<file path="config.mk">
export PLATFORM = sky130hd
export DESIGN_NAME = crc16_hamming74_packet_encoder_unit
export DESIGN_NICKNAME = d
export VERILOG_FILES = /design/src/rtl/crc16h_pkg.sv /design/src/rtl/crc16h_crc.sv /design/src/rtl/crc16h_ser.sv /design/src/rtl/crc16_hamming74_packet_encoder_unit.sv
export SDC_FILE = /design/constraint.sdc
export NUM_CORES = 1
export LEC_CHECK = 0
export ABC_CLOCK_PERIOD_IN_PS = 3000
export BUFFER_PORTS_ARGS = -buffer_cell sky130_fd_sc_hd__buf_2
export CAP_MARGIN = 10
export CORE_MARGIN = 1.5
export CORE_UTILIZATION = 30
export CTS_BUF_LIST = sky130_fd_sc_hd__clkbuf_2 sky130_fd_sc_hd__clkbuf_4 sky130_fd_sc_hd__clkbuf_8
export DETAILED_ROUTE_END_ITERATION = 16
export PLACE_DENSITY = 0.53
export SYNTH_ARGS = -nofsm -noshare
export SYNTH_HDL_FRONTEND = slang
export SYNTH_SLANG_ARGS = --single-unit
</file>
<file path="constraint.sdc">
create_clock -name clk -period 3 [get_ports clk]
set_input_delay 0.45 -clock clk [delete_from_list [all_inputs] [get_ports clk]]
set_output_delay 0.45 -clock clk [all_outputs]
set_load 0.005 [all_outputs]
</file>
<file path="src/rtl/crc16h_pkg.sv">
package crc16h_pkg;

	localparam logic [15:0] CRC_INIT    = 16'hFFFF;
	localparam logic [15:0] CRC_POLY    = 16'hA001;
	localparam logic [3:0]  NIBBLE_MASK = 4'hF;

	typedef struct packed {
		logic [7:0] data_byte;
		logic       last_in;
	} in_t;

	typedef struct packed {
		logic [6:0] codeword;
		logic       last_out;
	} out_t;

	// which nibble of the request goes out next
	typedef enum logic [2:0] {
		SLOT_DATA_HI,
		SLOT_DATA_LO,
		SLOT_CRCL_HI,
		SLOT_CRCL_LO,
		SLOT_CRCH_HI,
		SLOT_CRCH_LO
	} slot_t;

	// reflected crc-16, one byte folded in
	function automatic logic [15:0] crc_fold(input logic [15:0] crc, input logic [7:0] b);
		logic [15:0] c;
		c = crc ^ {8'h00, b};
		for (int k = 0; k < 8; k++) begin
			if (c[0]) begin
				c = (c >> 1) ^ CRC_POLY;
			end else begin
				c = c >> 1;
			end
		end
		return c;
	endfunction

	// hamming(7,4), bits p1 p2 d1 p3 d2 d3 d4 from msb down
	function automatic logic [6:0] ham74(input logic [3:0] nib);
		logic d1;
		logic d2;
		logic d3;
		logic d4;
		d1 = nib[3];
		d2 = nib[2];
		d3 = nib[1];
		d4 = nib[0];
		return {d1 ^ d2 ^ d4, d1 ^ d3 ^ d4, d1, d2 ^ d3 ^ d4, d2, d3, d4};
	endfunction

endpackage

</file>
<file path="src/rtl/crc16h_crc.sv">
module crc16h_crc (
	input  logic        clk,
	input  logic        arst_n,
	input  logic        accept,
	input  logic [7:0]  data_byte,
	input  logic        last_in,
	output logic [15:0] crc_new
);

	logic [15:0] crc_q;

	assign crc_new = crc16h_pkg::crc_fold(crc_q, data_byte);

	always_ff @(posedge clk or negedge arst_n) begin
		if (!arst_n) begin
			crc_q <= crc16h_pkg::CRC_INIT;
		end else if (accept) begin
			crc_q <= last_in ? crc16h_pkg::CRC_INIT : crc_new;
		end
	end

	// a packet end restores the seed for the next packet
	a_seed_after_last: assert property (@(posedge clk) disable iff (!arst_n)
		accept && last_in |=> crc_q == crc16h_pkg::CRC_INIT)
		else $error("crc not restored after last byte");

	// mid-packet bytes carry the running value forward
	a_carry: assert property (@(posedge clk) disable iff (!arst_n)
		accept && !last_in |=> crc_q == $past(crc_new))
		else $error("crc not carried forward");

	// no request, no change
	a_hold: assert property (@(posedge clk) disable iff (!arst_n)
		!accept |=> $stable(crc_q))
		else $error("crc changed without a request");

endmodule

</file>
<file path="src/rtl/crc16h_ser.sv">
module crc16h_ser (
	input  logic               clk,
	input  logic               arst_n,
	input  logic               accept,
	input  crc16h_pkg::in_t    req,
	input  logic [15:0]        crc_new,
	output logic               busy_free,
	output logic               out_valid,
	input  logic               out_ready,
	output crc16h_pkg::out_t   out_data
);

	logic                valid_s1;
	logic [7:0]          data_s1;
	logic                last_s1;
	logic [15:0]         crc_s1;
	crc16h_pkg::slot_t   slot_q;
	crc16h_pkg::slot_t   slot_next;
	logic [3:0]          nib;
	logic                load_ok;
	logic                emit;
	logic                final_emit;
	logic                out_valid_q;
	crc16h_pkg::out_t    out_q;

	always_comb begin
		unique case (slot_q)
			crc16h_pkg::SLOT_DATA_HI: begin
				nib       = data_s1[7:4];
				slot_next = crc16h_pkg::SLOT_DATA_LO;
			end
			crc16h_pkg::SLOT_DATA_LO: begin
				nib       = data_s1[3:0];
				slot_next = crc16h_pkg::SLOT_CRCL_HI;
			end
			crc16h_pkg::SLOT_CRCL_HI: begin
				nib       = crc_s1[7:4];
				slot_next = crc16h_pkg::SLOT_CRCL_LO;
			end
			crc16h_pkg::SLOT_CRCL_LO: begin
				nib       = crc_s1[3:0];
				slot_next = crc16h_pkg::SLOT_CRCH_HI;
			end
			crc16h_pkg::SLOT_CRCH_HI: begin
				nib       = crc_s1[15:12];
				slot_next = crc16h_pkg::SLOT_CRCH_LO;
			end
			crc16h_pkg::SLOT_CRCH_LO: begin
				nib       = crc_s1[11:8];
				slot_next = crc16h_pkg::SLOT_DATA_HI;
			end
			default: begin
				nib       = 4'h0;
				slot_next = crc16h_pkg::SLOT_DATA_HI;
			end
		endcase
	end

	assign load_ok    = out_ready || !out_valid_q;
	assign emit       = valid_s1 && load_ok;
	assign final_emit = last_s1 ? (slot_q == crc16h_pkg::SLOT_CRCH_LO)
	                            : (slot_q == crc16h_pkg::SLOT_DATA_LO);
	assign busy_free  = !valid_s1 || (emit && final_emit);

	always_ff @(posedge clk or negedge arst_n) begin
		if (!arst_n) begin
			valid_s1    <= 1'b0;
			slot_q      <= crc16h_pkg::SLOT_DATA_HI;
			out_valid_q <= 1'b0;
		end else begin
			if (accept) begin
				valid_s1 <= 1'b1;
			end else if (emit && final_emit) begin
				valid_s1 <= 1'b0;
			end
			if (emit) begin
				slot_q <= final_emit ? crc16h_pkg::SLOT_DATA_HI : slot_next;
			end
			if (load_ok) begin
				out_valid_q <= emit;
			end
		end
	end

	always_ff @(posedge clk) begin
		if (accept) begin
			data_s1 <= req.data_byte;
			last_s1 <= req.last_in;
			crc_s1  <= crc_new;
		end
		if (emit) begin
			out_q.codeword <= crc16h_pkg::ham74(nib & crc16h_pkg::NIBBLE_MASK);
			out_q.last_out <= last_s1 && (slot_q == crc16h_pkg::SLOT_CRCH_LO);
		end
	end

	assign out_valid = out_valid_q;
	assign out_data  = out_q;

	// crc slots only exist for a byte that ends its packet
	a_crc_slot_needs_last: assert property (@(posedge clk) disable iff (!arst_n)
		valid_s1 && slot_q != crc16h_pkg::SLOT_DATA_HI && slot_q != crc16h_pkg::SLOT_DATA_LO
		|-> last_s1)
		else $error("crc slot reached on a mid-packet byte");

	// an empty stage always waits at the first slot
	a_idle_slot: assert property (@(posedge clk) disable iff (!arst_n)
		!valid_s1 |-> slot_q == crc16h_pkg::SLOT_DATA_HI)
		else $error("slot counter not rewound");

	// a new request only enters once the held one has gone out in full
	a_no_overwrite: assert property (@(posedge clk) disable iff (!arst_n)
		accept && valid_s1 |-> emit && final_emit)
		else $error("held request overwritten");

endmodule

</file>
<file path="src/rtl/crc16_hamming74_packet_encoder_unit.sv">
// channel  | valid     | ready     | payload                        | moves
// ---------+-----------+-----------+--------------------------------+----------------------------
// in       | in_valid  | in_ready  | in_data  (data_byte, last_in)  | one payload byte
// out      | out_valid | out_ready | out_data (codeword, last_out)  | one hamming(7,4) codeword
//
// a byte request yields 2 codewords, a byte with last_in yields 6
// one codeword leaves per cycle while out_ready is high;
// the single output register sets that pace
// a new request is taken in the same cycle the held one sends its final codeword
// reset (arst_n low) empties both stages and seeds the crc with 0xffff
// a stall on out_ready holds the output register and, while a request is
// held, holds in_ready low
module crc16_hamming74_packet_encoder_unit (
	input  logic              clk,
	input  logic              arst_n,
	input  logic              in_valid,
	output logic              in_ready,
	input  crc16h_pkg::in_t   in_data,
	output logic              out_valid,
	input  logic              out_ready,
	output crc16h_pkg::out_t  out_data
);

	logic        accept;
	logic [15:0] crc_new;
	logic        busy_free;

	// request handshake
	assign in_ready = busy_free;
	assign accept   = in_valid && in_ready;

	// running checksum, folded at request time
	crc16h_crc u_crc (
		.clk       (clk),
		.arst_n    (arst_n),
		.accept    (accept),
		.data_byte (in_data.data_byte),
		.last_in   (in_data.last_in),
		.crc_new   (crc_new)
	);

	// holding stage, nibble sequencer and output register
	crc16h_ser u_ser (
		.clk       (clk),
		.arst_n    (arst_n),
		.accept    (accept),
		.req       (in_data),
		.crc_new   (crc_new),
		.busy_free (busy_free),
		.out_valid (out_valid),
		.out_ready (out_ready),
		.out_data  (out_data)
	);

endmodule
</file>
==> results.txt <==
status: completed
PwrDens: 1240 mW/mm2
Final Max Slew Viols: 0
most common cell after layout, fill and taps aside: edfxtp_1
Max transition margin: 64.7%
Vias/cell: 4.40
Setup Viol. Count Final: 0
number of synthesized flops with an enable pin: 33
setup TNS: 0 ns
Die Height: 91.6 um
reg2reg setup slack: 0.78 ns
antenna violations before repair: 0
Core Region: 0.00765 mm2
vias in the first global route: 1376
CTS tree: done
Crit Path Class: flip-flop to flip-flop
Yosys reg bits: 54
largest net degree at the start of global routing: 28
synth warn: 0
Min Hold Slack: 0.108 ns
# H-tree levels: 2
Fillers: 747
Arr. time, crit path: 2.28 ns
Net count, final: 214
total gr overflow: 0
Num CTS Buffers: 5
critical path fanouts, max: 4
Area Growth Syn to Fin: 15.6%
Worst EP required: 3.06 ns
drt wl/cell: 13.7 um
post-layout min period: 2.22 ns
Max Freq: 451 MHz
Syn Nets: 186
Die X: 91.6 um
max cap viols: 0
r2r endpoint: u_ser.crc_s1[0]
Critical Path Start Type: flip-flop
DRT Pass-1 Iters: 4
Inserted Diodes: 0
Root Buffer Master: clkbuf_8
Critical Path Start: u_crc.crc_q[0]
Routed Antenna Nets: 0
clk sink count: 54
worst-skew pair later-pin latency: 0.31 ns
clock transition at the registers of the reported paths: 0.10 ns
total routed wirelength: 4170 um
Netlist cell types: 27
layout cell share with drive strength beyond 1: 30.2%
1st-iter DRT viols: 30
fraction of registers with async set/reset: 38.9%
Syn Inst Count: 173
R2R Path Start: u_crc.crc_q[0]
Starting Density: 30.8%
HP Class: input pin to async pin
GRT Overall Usage: 10.9%
worst clock skew: 0.00566 ns
row cnt: 32
Seq/Total Area, Yosys: 65.3%
Peak VDD IR: 0.000376 V
RePlAce Congestion: 0.782
Residual DRC: 0
die area: 0.00838 mm2
multi-input logic area: 759 um2
Crit. End Element: flip-flop
CTS max path bufs: 2
path depth of the worst reg2reg path: 4
total number of vias: 1337
most frequent cells in the layout: edfxtp_1, buf_2, nand2_1
first-pass GRT wire length: 6930 um
synthesized area: 0.00235 mm2
Top-Level Pins: 23
RSZ-0062 raised after global routing: no
LEAKAGE: 1.05 nW
Avg Inst Size Synth: 13.6 um2
Resized Gates After CTS: 0
Port-buffer cells: 22
Placement Cell Area: 0.00261 mm2
Reg area: 0.00154 mm2
Tcrit/Tclk final: 73.9%
hold buffers post-CTS: 0
dpl hpwl: 2970 um
fin area: 0.00272 mm2
crit path to: u_ser.crc_s1[0]
Post-synth top flop: edfxtp_1
final hold violation count: 0
Worst-Margin Slew: 0.530 ns
postcts setup bufs: 0
worst min path at each step:
stage               cells past startpoint               to  startpoint  slack (ns)
CTS                                     1  u_ser.out_valid      arst_n        0.12
finish                                  1  u_ser.out_valid      arst_n        0.11
global placement                        1  u_ser.out_valid      arst_n        0.45
floorplan                               0  u_ser.out_valid      arst_n        0.15
detailed placement                      1  u_ser.out_valid      arst_n        0.45
global route                            1  u_ser.out_valid      arst_n        0.15
cell type report:
| class | count | share of cell area [%] |
|---|---|---|
| inverters | 9 | 1.24 |
| repair buffers | 27 | 5.43 |
| multi-input cells | 104 | 27.9 |
| clock inverters | 2 | 1.38 |
| clock buffers | 6 | 2.81 |
| well taps | 102 | 4.69 |
| flip-flops and latches | 54 | 56.5 |
routing by layer:
metal  global-route usage (%)  routed length, um
met1                     13.1               1920
met2                     18.8               2050
met3                     2.35                132
met4                     4.69                 68
met5                        0                  0
state kept, by name, indices dropped and copies added (netlist names):
signal	flops
u_crc.crc_q	16
u_ser.crc_s1	16
u_ser.data_s1	8
u_ser.out_data	8
u_ser.slot_q	3
u_ser.last_s1	1
u_ser.out_valid	1
u_ser.valid_s1	1
worst max-delay path, stage by stage, from the launching register on:
cell,delay [ns]
dfstp_2,0.57
xnor2_2,0.15
xnor3_1,0.43
xor3_2,0.45
xnor3_1,0.37
report_power, final:
| group | switching, W | internal, W | total [W] |
|---|---|---|---|
| Clock | 0.000235 | 0.000258 | 0.000493 |
| Combinational | 0.000682 | 0.000753 | 0.00143 |
| Sequential | 0.000148 | 0.00128 | 0.00143 |
| Total | 0.00107 | 0.00229 | 0.00336 |
cells in the mapped netlist (3+ instances only):
cell type,count,share of area [%]
dfrtp_1,5,5.3
clkbuf_1,6,0.96
nand2b_1,3,0.80
nor2b_1,3,0.80
xnor2_1,18,6.7
mux2_2,4,1.9
dfstp_2,16,18
o21ai_0,13,2.8
edfxtp_1,33,42
nand2_1,20,3.2
nor2_1,11,1.8
o22a_1,5,1.9
xor2_1,4,1.5
a22oi_1,5,1.6
inv_1,9,1.4
cell families after synthesis:
group                     share of synthesized area (%)
DFF                                                65.3
and+or+nand+nor                                    7.82
AOI/OAI and AO/OA                                  8.09
xor gates and xnor gates                           12.6
buffers and inverters                              2.39
muxes                                              3.83
per-stage QoR:
stage | std cells | util [%] | setup WS [ns] | total power, W
after floorplan | 173 | - | 0.728 | 0.00257
after global placement | 296 | 34.1 | 0.682 | 0.00289
after detailed placement | 296 | 34.1 | 0.641 | 0.00291
after CTS | 304 | 35.6 | 0.765 | 0.00341
after global routing | 304 | 35.6 | 0.708 | 0.00358
final | 304 | 35.6 | 0.782 | 0.00336
Note: power is estimated with default switching activity, not from simulation.
